[src/sv/tetd_pkg.sv]
// tetd_pkg: format codes and classification types for the element widener
// no dependencies
package tetd_pkg;
  localparam logic [1:0] FMT_DOUBLE = 2'd0;
  localparam logic [1:0] FMT_SINGLE = 2'd1;
  localparam logic [1:0] FMT_HALF   = 2'd2;
  localparam logic [1:0] FMT_BF16   = 2'd3;

  localparam logic [1:0] CLS_NORM = 2'd0;
  localparam logic [1:0] CLS_ZERO = 2'd1;
  localparam logic [1:0] CLS_SUB  = 2'd2;
  localparam logic [1:0] CLS_SPEC = 2'd3;

  // unpacked element after stage one
  typedef struct packed {
    logic        pass;     // double pass-through
    logic [63:0] raw;
    logic        sign;
    logic        is_half;
    logic [1:0]  cls;
    logic [7:0]  ex;       // source exponent (half zero-extended)
    logic [22:0] fr;       // fraction, left aligned to 23 bits
  } unpk_t;

  // after leading-one search
  typedef struct packed {
    logic        pass;
    logic [63:0] raw;
    logic        sign;
    logic        is_half;
    logic [1:0]  cls;
    logic [7:0]  ex;
    logic [22:0] fr;
    logic [4:0]  lz;       // leading zeros of fr
  } lzc_t;
endpackage

[src/sv/tensor_element_to_double_top.sv]
// tensor_element_to_double_top: widens a raw tensor element to binary64
// depends on tetd_pkg, tetd_unpack, tetd_lzc, tetd_pack
//
// channel   | ports                                   | handshake
// config    | element_format_we_i, element_format_i   | written on any edge with we high
// input     | start_i, raw_bits_i, busy_o             | taken when start high, busy low
// result    | done_o, value_bits_o                    | one-cycle strobe, no back-pressure
//
// three register stages: unpack, leading-zero count, normalise and pack
// one word per clock
// busy is always low: the receiver cannot stall so nothing backs up
// reset clears the stage valid bits and selects double
module tensor_element_to_double_top import tetd_pkg::*; (
  input  logic        clk_i,
  input  logic        rst_ni,
  input  logic        element_format_we_i,
  input  logic [1:0]  element_format_i,
  input  logic        start_i,
  input  logic [63:0] raw_bits_i,
  output logic        busy_o,
  output logic        done_o,
  output logic [63:0] value_bits_o
);
  logic [1:0] fmt_q;
  logic       v1, v2;
  unpk_t      d1;
  lzc_t       d2;

  // format register; the user must change it only while idle, the block does not enforce this
  always_ff @(posedge clk_i or negedge rst_ni) begin
    if (!rst_ni) fmt_q <= FMT_DOUBLE;
    else if (element_format_we_i) fmt_q <= element_format_i;
  end

  assign busy_o = 1'b0;

  tetd_unpack u_unpack (
    .clk_i, .rst_ni, .vld_i(start_i), .fmt_i(fmt_q), .raw_i(raw_bits_i),
    .vld_o(v1), .dat_o(d1)
  );
  tetd_lzc u_lzc (
    .clk_i, .rst_ni, .vld_i(v1), .dat_i(d1), .vld_o(v2), .dat_o(d2)
  );
  tetd_pack u_pack (
    .clk_i, .rst_ni, .vld_i(v2), .dat_i(d2), .vld_o(done_o), .val_o(value_bits_o)
  );
endmodule

[src/sv/tetd_unpack.sv]
// tetd_unpack: stage one, selects field layout per format
// depends on tetd_pkg
module tetd_unpack import tetd_pkg::*; (
  input  logic        clk_i,
  input  logic        rst_ni,
  input  logic        vld_i,
  input  logic [1:0]  fmt_i,
  input  logic [63:0] raw_i,
  output logic        vld_o,
  output unpk_t       dat_o
);
  unpk_t dat_d, dat_q;
  logic  vld_q;
  logic [31:0] w;

  always_comb begin
    w = raw_i[31:0];
    if (fmt_i == FMT_BF16) w = {raw_i[15:0], 16'h0000};
    dat_d = '0;
    dat_d.raw = raw_i;
    dat_d.pass = (fmt_i == FMT_DOUBLE);
    if (fmt_i == FMT_HALF) begin
      dat_d.is_half = 1'b1;
      dat_d.sign = raw_i[15];
      dat_d.ex = {3'b000, raw_i[14:10]};
      dat_d.fr = {raw_i[9:0], 13'h0};
      if (raw_i[14:10] == 5'h1F) dat_d.cls = CLS_SPEC;
      else if (raw_i[14:10] != 5'h00) dat_d.cls = CLS_NORM;
      else if (raw_i[9:0] == 10'h0) dat_d.cls = CLS_ZERO;
      else dat_d.cls = CLS_SUB;
    end else begin
      dat_d.sign = w[31];
      dat_d.ex = w[30:23];
      dat_d.fr = w[22:0];
      if (w[30:23] == 8'hFF) dat_d.cls = CLS_SPEC;
      else if (w[30:23] != 8'h00) dat_d.cls = CLS_NORM;
      else if (w[22:0] == 23'h0) dat_d.cls = CLS_ZERO;
      else dat_d.cls = CLS_SUB;
    end
  end

  always_ff @(posedge clk_i or negedge rst_ni) begin
    if (!rst_ni) vld_q <= 1'b0;
    else vld_q <= vld_i;
  end
  always_ff @(posedge clk_i) dat_q <= dat_d;

  assign vld_o = vld_q;
  assign dat_o = dat_q;
endmodule

[src/sv/tetd_lzc.sv]
// tetd_lzc: stage two, leading-zero count of the fraction
// depends on tetd_pkg
module tetd_lzc import tetd_pkg::*; (
  input  logic  clk_i,
  input  logic  rst_ni,
  input  logic  vld_i,
  input  unpk_t dat_i,
  output logic  vld_o,
  output lzc_t  dat_o
);
  lzc_t dat_d, dat_q;
  logic vld_q;

  always_comb begin
    dat_d.pass = dat_i.pass;
    dat_d.raw = dat_i.raw;
    dat_d.sign = dat_i.sign;
    dat_d.is_half = dat_i.is_half;
    dat_d.cls = dat_i.cls;
    dat_d.ex = dat_i.ex;
    dat_d.fr = dat_i.fr;
    dat_d.lz = 5'd0;
    for (int i = 0; i < 23; i++) begin
      if (dat_i.fr[i]) dat_d.lz = 5'(22 - i);
    end
  end

  always_ff @(posedge clk_i or negedge rst_ni) begin
    if (!rst_ni) vld_q <= 1'b0;
    else vld_q <= vld_i;
  end
  always_ff @(posedge clk_i) dat_q <= dat_d;

  assign vld_o = vld_q;
  assign dat_o = dat_q;
endmodule

[src/sv/tetd_pack.sv]
// tetd_pack: stage three, normalise and build the binary64 word
// depends on tetd_pkg
module tetd_pack import tetd_pkg::*; (
  input  logic        clk_i,
  input  logic        rst_ni,
  input  logic        vld_i,
  input  lzc_t        dat_i,
  output logic        vld_o,
  output logic [63:0] val_o
);
  logic [63:0] val_d, val_q;
  logic        vld_q;
  logic [22:0] nfr;
  logic [10:0] eb;

  always_comb begin
    nfr = (dat_i.fr << dat_i.lz) << 1;
    // exponent bias: half 1008 normal, single 896
    eb = dat_i.is_half ? 11'(dat_i.ex) + 11'd1008 : 11'(dat_i.ex) + 11'd896;
    val_d = {dat_i.sign, 63'h0};
    case (dat_i.cls)
      CLS_NORM: val_d = {dat_i.sign, eb, dat_i.fr, 29'h0};
      CLS_ZERO: val_d = {dat_i.sign, 63'h0};
      CLS_SUB: begin
        // single: 896 - lz; half: 1008 - lz (p = 9-lz, +999)
        if (dat_i.is_half) val_d = {dat_i.sign, 11'd1008 - 11'(dat_i.lz), nfr, 29'h0};
        else val_d = {dat_i.sign, 11'd896 - 11'(dat_i.lz), nfr, 29'h0};
      end
      CLS_SPEC: begin
        if (dat_i.fr == 23'h0) val_d = {dat_i.sign, 11'h7FF, 52'h0};
        else if (dat_i.is_half) val_d = {dat_i.sign, 11'h7FF, 1'b1, 51'h0};
        else val_d = {dat_i.sign, 11'h7FF, 1'b1, dat_i.fr[21:0], 29'h0};
      end
      default: val_d = '0;
    endcase
    if (dat_i.pass) val_d = dat_i.raw;
  end

  always_ff @(posedge clk_i or negedge rst_ni) begin
    if (!rst_ni) vld_q <= 1'b0;
    else vld_q <= vld_i;
  end
  always_ff @(posedge clk_i) val_q <= val_d;

  assign vld_o = vld_q;
  assign val_o = val_q;
endmodule

[config.mk]
export PLATFORM = sky130hd
export DESIGN_NAME = tensor_element_to_double_top
export DESIGN_NICKNAME = d
export VERILOG_FILES = /design/src/sv/tetd_pkg.sv /design/src/sv/tensor_element_to_double_top.sv /design/src/sv/tetd_unpack.sv /design/src/sv/tetd_lzc.sv /design/src/sv/tetd_pack.sv
export SDC_FILE = /design/constraint.sdc
export NUM_CORES = 1
export LEC_CHECK = 0
export BUFFER_PORTS_ARGS = -buffer_cell sky130_fd_sc_hd__buf_2
export CAP_MARGIN = 5
export CORE_MARGIN = 5
export CORE_UTILIZATION = 55
export CTS_BUF_LIST = sky130_fd_sc_hd__clkbuf_2
export DETAILED_ROUTE_END_ITERATION = 6
export PLACE_DENSITY_LB_ADDON = 0.05
export SLEW_MARGIN = 20
export SYNTH_ARGS = -nofsm -noshare
export SYNTH_HDL_FRONTEND = slang
export SYNTH_SLANG_ARGS = --single-unit
[constraint.sdc]
create_clock -name clk_i -period 2 [get_ports clk_i]
set_input_delay 0.4 -clock clk_i [delete_from_list [all_inputs] [get_ports clk_i]]
set_output_delay 0.4 -clock clk_i [all_outputs]
set_load 0.1 [all_outputs]
==> out/results.txt, run 1 <==
The run finished with clean final reports. The clock passes through at most 3 buffers. The synthesized area is 8586 um2, and the first-pass GRT wire length is 37120 um.

For the final wirelength, the log shows 23770 um. The Yosys warning count was 0. TritonCTS built the clock tree. The final critical delay including setup and external delays was 1915 ps; the DRC violation total after the first TritonRoute iteration was 612.

In this run the biggest area consumer among cell types represents 62.72% of the synthesized area. Setup repair after global routing left no endpoint under its margin. STA classifies the critical path startpoint as a flop. Derived from the worst setup path, the maximum achievable clock frequency is 522.2 MHz. Combinational cells account for 25.3% of the total power.

At the worst endpoint, the required time is 1600 ps. The share of synthesized registers carrying an async set or reset works out to 1.825%. The post-route netlist has 29.23% of its cells at a drive strength greater than 1.

For the total count of hold-check failures in the final report, the log shows 0. For this run, the total global-route usage over all layers was measured as 26.26%. The number of flip-flops and latches in the synthesized netlist was 274; the final number of max-transition violations was 0. The class of the tightest hold or removal check was primary input to flop.

The number of buffers created by CTS was 66; the pin count of the biggest net entering global routing was 77. The die covers 18210 um2. For this design the ratio of total power to cell area is 1169 nW/um2. Summed over all failing endpoints, the final setup total negative slack is 0 ps.

The run gives 15260 um2 as the core outline area. The later pin in the worst-skew pair is clocked with a latency of 800 ps. The net switching share of the total power is 35.99%, and the area added between synthesis and finish is 28.83%.

The met2 wirelength from detailed routing is 11900 um. Cell with the most instances after synthesis: dfxtp_1. The count of nets left with antenna violations once routing finished came out at 0. The tools report the half-perimeter wire length after placement as 15520 um. After Yosys synthesis, full adders, half adders and majority gates account for 0.2915% of the synthesized area.

The xor/xnor share of the synthesized area came out at 0.4080%. Summing the areas of all compound-gate instances in the mapped netlist gives 10.32% of the synthesized area. Count of port buffers added during placement: 134. Sorting the synthesized cells by area gives the leading types as dfxtp_1 63%, mux2i_1 3.8%, mux4_2 3.4%. The stage delay of the slowest cell on the critical path came out at 410 ps.

After synthesis, the most frequently instantiated cells are 269 x dfxtp_1, 49 x nand2_1, 41 x a21oi_1, 38 x nor2_1, 33 x mux2i_1. The maximum fanout along the worst path is 1, and the met3 wire length is 1803 um. Across the run, the number of max-cap violations was 0. The net count after synthesis is 812, and the initial antenna violation count is 1. In this run the static leakage power is 4.820 nW.

The synthesized design spends more area on one cell type than any other, namely dfxtp_1. Yosys mapped a number of flops with a built-in enable equal to 0. The leftover overflow at the end of global routing was 0; the power consumption was 12.93 mW. In the final routed layout, each cell accounts on average for 18.88 um. In the final routing, the length of wire on met1 measures 9265 um.

Clock root buffer: clkbuf_2. The synthesized area per cell was 11.60 um2; the internal power component was 8.279 mW. Critical-path cell with the highest stage delay: buf_2.

The die width is 134.9 um. On the final layout, the worst clock skew is 46.51 ps. The highest layer touched by signal routing is met4.

Area fraction in and, or, nand and nor cells after synthesis: 11.63%. At the end of the flow, the number of nets in the layout was 1080. Summed over all nets, the switching power comes to 4.654 mW. The routed via count is 6707.

The floorplan has 45 rows. The share of power burned in registers was 48.5%; the remaining routing DRC violations was 0. Synthesis produced a netlist whose cell count is 740. By area, the combinational part of the netlist is dominated by simple AND/OR/NAND/NOR gates. VDD sags by at most 843.9 uV. The number of buffer and inverter instances along the worst setup path was 1. Yosys mapped the design onto 60 distinct sky130hd cell types. The tools report the sequential fraction of the synthesis area as 64.18%. Total setup violations reported at the end of the flow: 0.

The setup path with the least slack is of type flop to output pin. Once the floorplan was initialized, standard cells occupied 56.27% of the core. The clock slew at the register clock pins of the worst setup and hold paths works out to 110 ps. The tools report the clock share of power as 26.1%. In the finished design, the share of the clock period the worst path needs comes to 95.75%. In this run the vertical extent of the chip is 134.9 um.

In this run the number of H-tree levels came out at 3. The critical path goes through buf_2. After detailed routing, the number of vias per cell comes to 5.327. Cell family contributing the most delay on the critical path: buffers and inverters.

Number of global-route vias before repair: 6895. Multiplexer area fraction after synthesis: 9.881%. The sort of element at the end of the critical path was an output pin.

The first detailed-routing pass ran for 5 iterations. Counting every sink on the clock net gives 274. At the worst endpoint, the arrival time is 1510 ps. The most used flip-flop cell after synthesis is dfxtp_1. The tools report the top-level port count as 136.

The congestion estimate from routability-driven global placement came to 0.9225.
==> state kept, by name, indices dropped and copies added (netlist names) <==
| signal | count |
|---|---|
| fmt_q | 2 |
| u_lzc.dat_o | 105 |
| u_lzc.vld_o | 1 |
| u_pack.val_o | 64 |
| u_pack.vld_o | 1 |
| u_unpack.dat_o | 100 |
| u_unpack.vld_o | 1 |
==> power by group through the flow <==
| stage | Combinational, mW | Sequential, mW | Clock (mW) |
|---|---|---|---|
| 6_report | 3.27 | 6.28 | 3.38 |
| 4_1_cts | 3.16 | 6.25 | 3.47 |
| 5_1_grt | 3.42 | 6.33 | 3.83 |
| 2_1_floorplan | 1.01 | 7.63 | 0 |
| 3_5_place_dp | 3.01 | 6.37 | 0 |
| 3_3_place_gp | 3.00 | 6.36 | 0 |
==> layout by cell type (no fill, tap or decap), types with 3 or more instances in the layout <==
master / instances
o22ai_1: 5
buf_4: 57
mux2_2: 19
nor2_1: 38
xnor2_1: 3
o31ai_1: 8
clkbuf_4: 30
clkbuf_2: 86
a211o_1: 3
a21o_1: 4
dfrtp_1: 5
a221o_1: 5
nor3_1: 9
clkinv_1: 12
and2_1: 31
a2bb2oi_1: 6
dlygate4sd3_1: 71
mux2i_1: 33
nor4_1: 18
nand2_1: 49
clkinv_2: 3
nand2b_1: 5
o211ai_1: 3
dfxtp_1: 266
a22oi_1: 6
o221ai_1: 3
mux4_2: 13
a21oi_1: 41
nand3_1: 12
o21a_1: 5
buf_2: 78
o21ai_0: 24
nor2b_1: 18
a211oi_1: 4
o21ai_1: 7
inv_1: 20
==> layer usage <==
| layer | GRT usage (%) | vias up |
|---|---|---|
| met2 | 44.39 | 355 |
| met5 | 0 | - |
| met4 | 10.36 | 0 |
| met1 | 31.41 | 3123 |
| met3 | 8.085 | 73 |
| li1 | - | 3156 |
==> stage by stage <==
step                std cells  instance area [um2]  worst slack [ps]  hold slack, ps  utilization (%)
global route             1259                11060            0.7693           149.9            72.49
global placement         1076                 9579             33.51           211.5            62.78
floorplan                 740                 8586             270.7           104.4                -
CTS                      1254                10910             1.512           174.4            71.51
detailed placement       1076                 9579             26.02           217.3            62.78
finish                   1259                11060             85.04           243.9            72.49
==> cell type report <==
| cell class | count | area (um2) |
|---|---|---|
| clock buffer | 86 | 430.4 |
| timing repair buffer | 240 | 1844 |
| clock inverter | 21 | 125.1 |
| multi-input combinational | 405 | 2798 |
| antenna | 1 | 2.502 |
| tap | 211 | 264.0 |
| inverter | 21 | 80.08 |
| fill | 1059 | 4198 |
| sequential | 274 | 5517 |
==> logic make-up after synthesis <==
| kind of cell | count (synthesis) |
|---|---|
| other cells | 1 |
| mux | 66 |
| flops | 274 |
| buf+inv | 61 |
| xor+xnor | 4 |
| fa+ha+maj | 2 |
| compound gates | 136 |
| simple gates | 196 |
==> repair_timing <==
| item | CTS | global route |
|---|---|---|
| gates cloned | 0 | 2 |
| resized for setup | 27 | 34 |
| hold buffers | 71 | 0 |
| endpoints found under the hold margin | 105 | 0 |
| endpoints found under the setup margin | 27 | 38 |
| setup buffers | 0 | 2 |
==> final timing paths <==
check / start / end / slack, ps / depth (start not counted)
hold / removal: raw_bits_i[35] / u_unpack.dat_o[70]$_DFF_P_ / 240 / 2
min in group asynchronous: rst_ni / u_pack.vld_o$_DFF_PN0_ / 540 / 3
max in group asynchronous: rst_ni / u_lzc.vld_o$_DFF_PN0_ / 1260 / 3
setup reg to reg: u_lzc.dat_o[1]$_SDFF_PP0_ / u_pack.val_o[57]$_DFF_P_ / 90 / 6
setup / recovery: u_pack.val_o[7]$_SDFF_PN0_ / value_bits_o[7] / 90 / 1
hold reg to reg: u_unpack.dat_o[23]$_DFF_P_ / u_lzc.dat_o[28]$_DFF_P_ / 320 / 0
Power figures use the tool's default switching activity.
==> run 2, diff against run 1 <==
Settings changed: BUFFER_PORTS_ARGS -buffer_cell sky130_fd_sc_hd__buf_2 to not set, DONT_BUFFER_PORTS set to 1, GPL_TIMING_DRIVEN set to 0, SKIP_CTS_REPAIR_TIMING set to 1.
==> out/results.txt, run 2 (synthesis gave the netlist of run 1 again) <==
The flow ran to the end, and the final reports show no timing, DRC or antenna violations. The number of cells on the worst hold path works out to 1 (-1). The run gives 0 (unchanged) as the total setup violations reported at the end of the flow. The tools report the total inserted antenna cells as 0 (-1).

The stage delay of the slowest cell on the critical path came out at 380 ps (-30 ps). The worst ir drop on vdd was 729.6 uV (-14%). The share of layout cells above drive strength 1 was 25.65% (-3.6 points); the H-tree depth was 2 (-1). The cell family contributing the most delay on the critical path is multiplexers.

The tools report the number of clock sinks seen by CTS as 274 (unchanged). For the total count of hold-check failures in the final report, the log shows 0 (unchanged). The wire length per cell after detailed routing works out to 19.98 um (+5.8%).

The data arrival time at the worst-slack endpoint came out at 2690 ps (+1180 ps). The leakage power figure was 4.231 nW (-12%). The core outline area is 15260 um2 (unchanged), and the clock slew at the register clock pins of the worst setup and hold paths is 110 ps (about the same).

Remaining routing DRC violations: 0 (unchanged). The final clock skew is 26.24 ps (-20.28 ps), and the number of flip-flops in the largest register is 105 (unchanged). The first-pass GRT wire length was 32570 um (-12%).

For this design, the slowest cell found on the critical path is dfxtp_4. Headroom to the max-slew limit came out at 54.57%. The effective utilization at floorplan was 56.27% (unchanged); the worst setup slack after layout was 29.43 ps (-55.61 ps).

The run gives 0 (unchanged) as the final number of max-transition violations. Clock tree synthesis selected as its root buffer the cell clkbuf_2. The run gives 951 (-12%) as the number of instances in the placed design. The half-perimeter wire length after placement was 15480 um (-0.24%); the area added between synthesis and finish was 21.93%. Leaving out fill and tap cells, the most frequent cell in the layout is dfxtp_1. The DRC violation total after the first TritonRoute iteration is 415 (-32%).

The slew at the pin closest to its max-slew limit was 681.4 ps. The critical path is of the flop to flop type. The portion of the clock cycle consumed by the worst path in the final layout was 98.53% (+2.8 points); the cell area power density was 1208 nW/um2 (+3.3%). The initial antenna violation count came out at 0 (-1). STA classifies the critical path endpoint as a flop. The run gives 1131 (-10%) as the final cell count without fillers. The max capacitance violation total came out at 0 (unchanged).

The count of port buffers added during placement came out at 0 (-100%). Walking the worst path, the cells encountered are buf_4 > buf_12 > mux2_2 > mux2_2 > mux2i_1 > o221ai_1 > a211o_1. The critical path startpoint category is a flop. The depth of the most critical reg-to-reg path works out to 7 (+1). The tools report the number of nets in the layout as 948 (-12%). The number of buffer and inverter instances along the worst setup path came out at 2 (+1).

Setup repair after global routing could not meet its margin everywhere. The worst setup timing slack at the placement stage came out at -233.9 ps (-259.9 ps). Height of the chip: 134.9 um (unchanged).

The depth of the critical timing path with buffers and inverters included came out at 7 (+6). The class of the tightest hold or removal check is primary input to flop. For the top-level port count, the log shows 136 (unchanged). The tools report the clock latency on the worst-skew pair as 840 ps (+40 ps). The number of buffers created by CTS was 61 (-7.6%); the weighted congestion reported at the end of routability-driven placement was 0.9128 (-1.1%). TritonCTS built the clock tree. For the maximum clock frequency, the log shows 507.5 MHz (-2.8%).

For the buffer depth of the longest clock path, the log shows 3 (unchanged). The library cell appearing most often on the critical path is mux2_2. The leftover overflow at the end of global routing was 0 (unchanged); the detailed-route vias per instance was 5.422 (+1.8%). Number of placement rows: 45 (unchanged). The tools report the pin count of the biggest net entering global routing as 19 (-75%). Final critical delay including setup and external delays: 1971 ps (+55.61 ps). The die width is 134.9 um (unchanged), and the final wirelength is 22600 um (-4.9%). The top cell types in the final layout, fill and taps aside, are 204 x dfxtp_1, 89 x clkbuf_2, 71 x dlygate4sd3_1. Required time at the endpoint of the critical path: 2720 ps (+1120 ps). The tools report the number of global-route vias before repair as 6040 (-12%). The total routing usage reported by global routing is 23.04% (-3.2 points), and the register-to-register setup slack is 30 ps (-60 ps). The logs give 6132 (-8.6%) for the routed via count and 5 (unchanged) for the number of optimization iterations in the first detailed-route pass. The tools report the remaining antenna violation count after routing as 0 (unchanged). The maximum fanout along the worst path is 10 (+9). The run gives 18210 um2 (unchanged) as the die footprint.
[run 2: area by class of cell]
type / instances / area [um2]
clock buffer: 88 / 440.4
tap: 211 / 264.0
buffer: 40 / 264.0
fill: 1154 / 4790
inverter: 21 / 82.58
clock inverter: 19 / 113.9
sequential: 274 / 5690
timing repair buffer: 73 / 725.7
multi-input combinational: 405 / 2888
[run 2: per-stage QoR]
| stage | TNS (ps) | hold WS, ps | total power [mW] | cell area (um2) | utilization (%) |
|---|---|---|---|---|---|
| floorplan | 0 | 104.4 | 8.633 | 8586 | - |
| global placement | -1562 | 104.5 | 9.050 | 8850 | 58.00 |
| detailed placement | -1198 | 104.6 | 9.066 | 8850 | 58.00 |
| CTS | -20440 | -848.5 | 12.42 | 9404 | 61.63 |
| global route | -539.7 | 16.73 | 13.24 | 10470 | 68.61 |
| finish | 0 | 114.0 | 12.65 | 10470 | 68.61 |
[run 2: report_power, final]
part | switching [mW] | internal, mW | leakage (nW)
registers | 1.69 | 6.01 | 2.34
clock network | 2.03 | 1.33 | 0.422
logic | 0.849 | 0.754 | 1.47
[run 2: worst paths after layout]
path / start / to
max in group asynchronous: rst_ni / u_pack.vld_o$_DFF_PN0_
hold / removal: raw_bits_i[57] / u_unpack.dat_o[92]$_DFF_P_
hold reg to reg: u_unpack.dat_o[91]$_DFF_P_ / u_lzc.dat_o[96]$_DFF_P_
setup reg to reg: u_lzc.dat_o[0]$_SDFF_PP0_ / u_pack.val_o[47]$_DFF_P_
min in group asynchronous: rst_ni / u_unpack.vld_o$_DFF_PN0_
setup / recovery: u_lzc.dat_o[0]$_SDFF_PP0_ / u_pack.val_o[47]$_DFF_P_
[run 2: layer usage]
metal | global-route usage [%] | vias up | share of wire, %
met2 | 38.72 | 285 | 50
met4 | 8.735 | 0 | 2.9
met1 | 27.58 | 2901 | 40
li1 | - | 2895 | -
met5 | 0 | - | 0
met3 | 7.638 | 51 | 6.2
